===== src/design/wsdf_pkg.sv =====
`default_nettype none

package wsdf_pkg;

  localparam logic [31:0] MAX_PAYLOAD_RST = 32'd16777216;
  localparam logic [6:0]  LEN_CODE_16     = 7'd126;
  localparam logic [6:0]  LEN_CODE_64     = 7'd127;
  localparam logic [3:0]  EXT_BYTES_16    = 4'd2;
  localparam logic [3:0]  EXT_BYTES_64    = 4'd8;
  localparam logic [3:0]  KEY_BYTES       = 4'd4;
  localparam logic [3:0]  BASE_BYTES      = 4'd2;

  typedef enum logic [1:0] {
    KIND_HEADER = 2'd0,
    KIND_DATA   = 2'd1,
    KIND_ERROR  = 2'd2
  } kind_t;

  typedef struct packed {
    kind_t       kind;
    logic        fin;
    logic [3:0]  opcode;
    logic        masked;
    logic [31:0] length;
    logic [7:0]  payload_byte;
    logic        frame_end;
  } res_t;

  typedef struct packed {
    logic valid;
    res_t res;
  } push_t;

  function automatic logic [3:0] ext_bytes(input logic [6:0] code);
    logic [3:0] n;
    n = 4'd0;
    if (code == LEN_CODE_16) n = EXT_BYTES_16;
    else if (code == LEN_CODE_64) n = EXT_BYTES_64;
    return n;
  endfunction

endpackage

`default_nettype wire


===== src/design/wsdf_parser.sv =====
`default_nettype none

module wsdf_parser
  import wsdf_pkg::*;
(
  input  wire logic        clk,
  input  wire logic        rst_n,
  input  wire logic        accept,
  input  wire logic [7:0]  data_byte,
  input  wire logic [31:0] max_payload,
  output push_t            push
);

  logic [3:0]  step_r, step_nxt;
  logic        in_payload_r, in_payload_nxt;
  logic        fin_r, fin_nxt;
  logic [3:0]  opcode_r, opcode_nxt;
  logic        masked_r, masked_nxt;
  logic [6:0]  code_r, code_nxt;
  logic [31:0] len_lo_r, len_lo_nxt;
  logic        len_hi_r, len_hi_nxt;   // any of bits 63..32 set
  logic [31:0] key_r, key_nxt;
  logic [31:0] left_r, left_nxt;
  logic [1:0]  midx_r, midx_nxt;
  logic        failed_r, failed_nxt;

  logic [7:0]  key_byte;
  logic [3:0]  total;
  logic [3:0]  step_inc;

  always_comb begin
    step_nxt       = step_r;
    in_payload_nxt = in_payload_r;
    fin_nxt        = fin_r;
    opcode_nxt     = opcode_r;
    masked_nxt     = masked_r;
    code_nxt       = code_r;
    len_lo_nxt     = len_lo_r;
    len_hi_nxt     = len_hi_r;
    key_nxt        = key_r;
    left_nxt       = left_r;
    midx_nxt       = midx_r;
    failed_nxt     = failed_r;
    key_byte       = 8'd0;
    total          = 4'd0;
    step_inc       = step_r + 4'd1;

    push                  = '0;
    push.res.kind         = KIND_HEADER;

    if (failed_r) begin
      // sticky error: drop everything
    end else if (in_payload_r) begin
      case (midx_r)
        2'd0:    key_byte = key_r[31:24];
        2'd1:    key_byte = key_r[23:16];
        2'd2:    key_byte = key_r[15:8];
        default: key_byte = key_r[7:0];
      endcase
      if (!masked_r) key_byte = 8'd0;
      midx_nxt = midx_r + 2'd1;
      left_nxt = left_r - 32'd1;
      push.valid            = 1'b1;
      push.res.kind         = KIND_DATA;
      push.res.payload_byte = data_byte ^ key_byte;
      push.res.frame_end    = (left_r == 32'd1);
      if (left_r == 32'd1) begin
        in_payload_nxt = 1'b0;
        step_nxt       = 4'd0;
        midx_nxt       = 2'd0;
      end
    end else if (step_r == 4'd0) begin
      fin_nxt    = data_byte[7];
      opcode_nxt = data_byte[3:0];
      step_nxt   = 4'd1;
    end else begin
      if (step_r == 4'd1) begin
        masked_nxt = data_byte[7];
        code_nxt   = data_byte[6:0];
        len_lo_nxt = (data_byte[6:0] < LEN_CODE_16) ? {25'd0, data_byte[6:0]} : 32'd0;
        len_hi_nxt = 1'b0;
        key_nxt    = 32'd0;
      end else if (step_r < BASE_BYTES + ext_bytes(code_r)) begin
        len_lo_nxt = {len_lo_r[23:0], data_byte};
        len_hi_nxt = len_hi_r | (len_lo_r[31:24] != 8'd0);
      end else begin
        key_nxt = {key_r[23:0], data_byte};
      end

      total = BASE_BYTES + ext_bytes(code_nxt) + (masked_nxt ? KEY_BYTES : 4'd0);
      if (step_inc < total) begin
        step_nxt = step_inc;
      end else begin
        step_nxt = 4'd0;
        if (len_hi_nxt || (len_lo_nxt > max_payload)) begin
          failed_nxt         = 1'b1;
          push.valid         = 1'b1;
          push.res.kind      = KIND_ERROR;
        end else begin
          left_nxt           = len_lo_nxt;
          midx_nxt           = 2'd0;
          in_payload_nxt     = (len_lo_nxt != 32'd0);
          push.valid         = 1'b1;
          push.res.kind      = KIND_HEADER;
          push.res.frame_end = (len_lo_nxt == 32'd0);
        end
      end
    end

    push.res.fin    = fin_nxt;
    push.res.opcode = opcode_nxt;
    push.res.masked = masked_nxt;
    push.res.length = len_hi_nxt ? 32'hFFFF_FFFF : len_lo_nxt;
    push.valid      = push.valid & accept;
  end

  always_ff @(posedge clk) begin
    if (!rst_n) begin
      step_r       <= '0;
      in_payload_r <= 1'b0;
      fin_r        <= 1'b0;
      opcode_r     <= '0;
      masked_r     <= 1'b0;
      code_r       <= '0;
      len_lo_r     <= '0;
      len_hi_r     <= 1'b0;
      key_r        <= '0;
      left_r       <= '0;
      midx_r       <= '0;
      failed_r     <= 1'b0;
    end else if (accept) begin
      step_r       <= step_nxt;
      in_payload_r <= in_payload_nxt;
      fin_r        <= fin_nxt;
      opcode_r     <= opcode_nxt;
      masked_r     <= masked_nxt;
      code_r       <= code_nxt;
      len_lo_r     <= len_lo_nxt;
      len_hi_r     <= len_hi_nxt;
      key_r        <= key_nxt;
      left_r       <= left_nxt;
      midx_r       <= midx_nxt;
      failed_r     <= failed_nxt;
    end
  end

endmodule

`default_nettype wire


===== src/design/wsdf_out_buf.sv =====
`default_nettype none

module wsdf_out_buf
  import wsdf_pkg::*;
(
  input  wire logic  clk,
  input  wire logic  rst_n,
  input  wire push_t push,
  output logic       full,
  output logic       out_valid,
  input  wire logic  out_stall,
  output res_t       out_res
);

  res_t main_r, main_nxt;
  res_t skid_r, skid_nxt;
  logic main_v_r, main_v_nxt;
  logic skid_v_r, skid_v_nxt;
  logic pop;

  assign pop = main_v_r & ~out_stall;

  always_comb begin
    main_nxt   = main_r;
    skid_nxt   = skid_r;
    main_v_nxt = main_v_r;
    skid_v_nxt = skid_v_r;
    if (pop) begin
      if (skid_v_r) begin
        main_nxt   = skid_r;
        skid_v_nxt = 1'b0;
      end else begin
        main_v_nxt = 1'b0;
      end
    end
    if (push.valid) begin
      if (!main_v_nxt) begin
        main_nxt   = push.res;
        main_v_nxt = 1'b1;
      end else begin
        skid_nxt   = push.res;
        skid_v_nxt = 1'b1;
      end
    end
  end

  always_ff @(posedge clk) begin
    if (!rst_n) begin
      main_v_r <= 1'b0;
      skid_v_r <= 1'b0;
    end else begin
      main_v_r <= main_v_nxt;
      skid_v_r <= skid_v_nxt;
    end
  end

  always_ff @(posedge clk) begin
    main_r <= main_nxt;
    skid_r <= skid_nxt;
  end

  assign full      = skid_v_r;
  assign out_valid = main_v_r;
  assign out_res   = main_r;

endmodule

`default_nettype wire


===== src/design/websocket_frame_deframer_top.sv =====
// Results are registered in a two-entry output buffer that absorbs one stalled request.
// Throughput: one byte per cycle while in_stall is low.
// in_stall rises only when both output entries are full.
// Reset (rst_n low, synchronous): parser back to the first header byte, buffer empty,
// error flag cleared, max_payload back to 16777216.
`default_nettype none

module websocket_frame_deframer_top
  import wsdf_pkg::*;
(
  input  wire logic        clk,
  input  wire logic        rst_n,
  input  wire logic        in_valid,
  output logic             in_stall,
  input  wire logic [7:0]  in_data_byte,
  input  wire logic        cfg_valid,
  output logic             cfg_ready,
  input  wire logic [31:0] cfg_max_payload,
  output logic             out_valid,
  input  wire logic        out_stall,
  output logic [1:0]       out_result_kind,
  output logic             out_fin,
  output logic [3:0]       out_opcode,
  output logic             out_masked,
  output logic [31:0]      out_payload_length,
  output logic [7:0]       out_payload_byte,
  output logic             out_frame_end
);

  logic [31:0] max_payload_r;
  logic        accept;
  logic        full;
  push_t       push;
  res_t        res;

  assign cfg_ready = 1'b1;

  always_ff @(posedge clk) begin
    if (!rst_n) begin
      max_payload_r <= MAX_PAYLOAD_RST;
    end else if (cfg_valid && cfg_ready) begin
      max_payload_r <= cfg_max_payload;
    end
  end

  assign in_stall = full;
  assign accept   = in_valid & ~full;

  wsdf_parser u_parser (
    .clk         (clk),
    .rst_n       (rst_n),
    .accept      (accept),
    .data_byte   (in_data_byte),
    .max_payload (max_payload_r),
    .push        (push)
  );

  wsdf_out_buf u_out_buf (
    .clk       (clk),
    .rst_n     (rst_n),
    .push      (push),
    .full      (full),
    .out_valid (out_valid),
    .out_stall (out_stall),
    .out_res   (res)
  );

  assign out_result_kind    = res.kind;
  assign out_fin            = res.fin;
  assign out_opcode         = res.opcode;
  assign out_masked         = res.masked;
  assign out_payload_length = res.length;
  assign out_payload_byte   = res.payload_byte;
  assign out_frame_end      = res.frame_end;

endmodule

`default_nettype wire


===== config.mk =====
export PLATFORM = sky130hd
export DESIGN_NAME = websocket_frame_deframer_top
export DESIGN_NICKNAME = d
export VERILOG_FILES = /design/src/design/wsdf_pkg.sv /design/src/design/wsdf_parser.sv /design/src/design/wsdf_out_buf.sv /design/src/design/websocket_frame_deframer_top.sv
export SDC_FILE = /design/constraint.sdc
export NUM_CORES = 1
export LEC_CHECK = 0
export BUFFER_PORTS_ARGS = -buffer_cell sky130_fd_sc_hd__buf_2
export CAP_MARGIN = 20
export CORE_UTILIZATION = 35
export DETAILED_ROUTE_END_ITERATION = 12
export HOLD_SLACK_MARGIN = 0.03
export PLACE_DENSITY = 0.59
export SKIP_LAST_GASP = 1
export SLEW_MARGIN = 20
export SYNTH_ARGS = -nofsm -noshare
export SYNTH_HDL_FRONTEND = slang
export SYNTH_SLANG_ARGS = --single-unit

===== constraint.sdc =====
create_clock -name clk -period 9.3 [get_ports clk]
set_clock_uncertainty 0.05 [all_clocks]
set_input_delay 0.93 -clock clk [delete_from_list [all_inputs] [get_ports clk]]
set_output_delay 0.93 -clock clk [all_outputs]
set_load 0.005 [all_outputs]

==> results.py <==
metrics = {
    "cells_and_area": {
        "final_nets": 1585,
        "syn2layout_area_growth_pct": 14.3,
        "drive_gt1_share_pct": 11.9,
        "final_common_cell": "nand2_1",
        "instances_no_fill": 1974,
        "diodes": 0,
        "final_cell_mix": "nand2_1 (222), dfxtp_1 (201), a21oi_1 (144)",
        "finish.instance_area_um2": 14300,
    },
    "cts": {
        "ctsHoldBuffers": 0,
        "cts_sinks": 250,
        "post_cts_buffers": 0,
        "clockBufferDepth": 3,
        "cts_max_level": 1,
        "worstSkewPairLatency_ns": 0.56,
        "clkTransAtPathRegs_ns": 0.06,
        "root_buffer": "clkbuf_16",
        "cts_resized": 0,
        "cts_tree": "built",
        "cts_made_buffers": 30,
    },
    "critical_path": {
        "crit_path_start_kind": "flip-flop",
        "worst-path-max-fanout": 27,
        "arrival_ns": 6.00,
        "required_ns": 9.66,
        "end_kind": "flip-flop",
        "crit_type": "flip-flop to flip-flop",
        "regToRegStartpoint": "u_parser.code_r[4]",
        "crit_path_start": "u_parser.code_r[4]",
    },
    "power": {
        "leakage_nw": 5.88,
        "switching_power_mw": 0.863,
        "power_frac_clock_pct": 37.8,
        "cellPowerDensity_nw_per_um2": 211,
        "ir_drop_mv": 0.130,
        "p_seq_share_pct": 43.6,
        "switching_share_pct": 28.6,
        "p_int_mw": 2.15,
        "comb_power_share_pct": 18.6,
    },
    "synthesis": {
        "ys_seq_area_share_pct": 44.1,
        "synth.net_count": 1541,
        "yosys.area.top_type": "dfxtp_1",
        "syn-cell-area_um2": 12500,
        "async_flop_share_pct": 0,
        "synth.distinct_cells": 65,
        "synth_top_cell_area_share_pct": 32.3,
        "postSynthCellCount": 1451,
        "avgSynthCellArea_um2": 8.59,
        "yosysWarnings": 0,
        "synth_seq_cells": 250,
        "dominantRegCellSynth": "dfxtp_1",
        "ys_top_cells_by_area": "dfxtp_1 (32%), edfxtp_1 (12%), mux2i_1 (8.5%), nand2_1 (6.7%), a21oi_1 (5.8%)",
        "synth_edf_count": 49,
    },
    "place": {
        "io_buffers": 95,
        "dp_cells": 1918,
        "pre_cts_slack_ns": 3.76,
        "dpl_cell_area_um2": 13300,
        "dp_hpwl_um": 24600,
        "gp_congestion": 0.905,
    },
    "timing": {
        "slew_headroom_pct": 25.4,
        "fin_crit_ns": 5.64,
        "setup_viol": 0,
        "hold_viol": 0,
        "fin_ws_ns": 3.66,
        "max_clock_freq_mhz": 177,
        "drv_slew": 0,
        "fin_tns_setup_ns": 0,
        "rsz0062_at_grt": "false",
        "fin_crit_sh_pct": 60.7,
        "max_slew.worst_pin.slew_ns": 1.10,
    },
    "die": {
        "boundaryPins": 97,
        "start_util_pct": 35.8,
        "coreArea_um2": 34800,
        "fp-row-count": 68,
        "die_x_um": 191,
        "die-area_um2": 36400,
        "chipHeight_um": 191,
    },
    "hold_path": {
        "holdCritStartpoint": "u_parser.key_r[28]",
        "hp-class": "flip-flop to flip-flop",
    },
    "global_routing": {
        "grt_overflow": 0,
        "globalRouteTotalUtil_pct": 19.4,
        "grt_max_degree": 89,
        "grt_pass1_wl_um": 56100,
        "grt_antenna_before_repair": 0,
        "grt_pass1_vias": 9836,
    },
    "detailed_routing": {
        "via_per_inst": 5.50,
        "vias": 10855,
        "drt_iter0_drc": 988,
        "first_pass_iters": 6,
        "wl_um": 35800,
        "route.detailed.drc": 0,
        "wl_per_cell_um": 18.1,
        "ant_nets": 0,
    },
    "status": {
        "status": "finished clean",
    },
    "run": {
        "cap_violations": 0,
    },
}
==> metal layers <==
| layer | vias to the layer above | share of wire [%] | routed length [um] | global-route usage [%] |
|---|---|---|---|---|
| li1 | 5304 | - | - | - |
| met1 | 5107 | 48 | 17300 | 28.8 |
| met2 | 379 | 42 | 15000 | 27.6 |
| met3 | 65 | 7.3 | 2610 | 4.14 |
| met4 | 0 | 2.5 | 908 | 5.78 |
| met5 | - | 0 | 0 | 0 |
==> sequential cells by signal (all words and copies together), names as in the netlist <==
| name | flops |
|---|---|
| u_out_buf.out_res | 49 |
| u_parser.fin_r | 1 |
| u_parser.masked_r | 1 |
| u_parser.in_payload_r | 1 |
| u_out_buf.skid_r | 49 |
| u_out_buf.out_valid | 1 |
| u_parser.key_r | 32 |
| u_parser.code_r | 7 |
| max_payload_r | 32 |
| u_parser.midx_r | 2 |
| u_parser.len_hi_r | 1 |
| u_parser.step_r | 4 |
| u_parser.failed_r | 1 |
| u_parser.left_r | 32 |
| u_parser.len_lo_r | 32 |
| u_parser.opcode_r | 4 |
| u_out_buf.full | 1 |
==> metrics by stage <==
stage / total power, mW / hold slack, ns / utilization (%)
2_1_floorplan: 1.67 / 0.381 / -
3_3_place_gp: 1.89 / 0.389 / 38.2
3_5_place_dp: 1.90 / 0.395 / 38.2
4_1_cts: 3.04 / 0.404 / 40.9
5_1_grt: 3.16 / 0.435 / 41.0
6_report: 3.01 / 0.402 / 41.0
==> worst max-delay path, stage by stage, from the launching register on <==
cell	delay, ns
dfxtp_1	0.35
and4_1	0.31
nand2_1	0.12
ha_1	0.32
o21a_1	0.18
or2_2	0.29
nand2_1	0.42
nand2_1	0.11
a21oi_1	0.55
ha_1	0.25
nand3_1	0.13
or4_1	0.60
nor2_1	0.15
a32oi_1	0.13
nor4_4	0.48
a21o_1	0.82
o22ai_1	0.21
==> kinds of logic after synthesis <==
group	Yosys count	share of synthesized area, %
compound gates	361	18.4
fa+ha+maj	45	4.52
other cells	1	0.0301
buf+inv	157	4.84
xor+xnor	12	0.843
mux	107	8.60
flops	250	44.1
simple gates	518	18.7
==> final timing paths <==
check                           cells past startpoint  slack [ns]                  end
worst max register to register                     16        3.66  u_parser.left_r[31]
worst min-delay path                                2        0.40   u_parser.key_r[28]
worst max-delay path                               16        3.66  u_parser.left_r[31]
worst min register to register                      2        0.40   u_parser.key_r[28]
==> layout make-up <==
cell class,count,area (um^2)
Fill cell,3546,20500
Multi-Input combinational cell,1044,6400
Sequential cell,250,5500
Clock buffer,39,825
Timing Repair Buffer,113,611
Tap cell,455,569
Inverter,56,211
Clock inverter,17,140
==> cells in the mapped netlist (4+ instances only) <==
cell type / n
a2111oi_0: 7
a211o_1: 16
a211oi_1: 14
a21oi_1: 144
a222oi_1: 8
a22oi_1: 4
a31oi_1: 6
a32oi_1: 8
and2_1: 19
buf_1: 8
buf_2: 8
clkbuf_1: 84
dfxtp_1: 201
edfxtp_1: 49
ha_1: 45
inv_1: 56
mux2i_1: 106
nand2_1: 223
nand3_1: 51
nand4_1: 12
nor2_1: 129
nor3_1: 23
nor4_1: 17
o211ai_1: 6
o21a_1: 32
o21ai_0: 44
o22ai_1: 27
o311ai_0: 11
o31ai_1: 12
o41ai_1: 4
or3_1: 8
or4_1: 9
xor2_1: 9
==> power groups by stage <==
stage                     logic [mW]  registers, mW  clock network, mW
after floorplan                0.335           1.34                  0
after global placement         0.553           1.34                  0
after detailed placement       0.561           1.34                  0
after CTS                      0.564           1.32               1.16
after global routing           0.629           1.33               1.21
final                          0.560           1.31               1.14
Power figures use the tool's default switching activity.
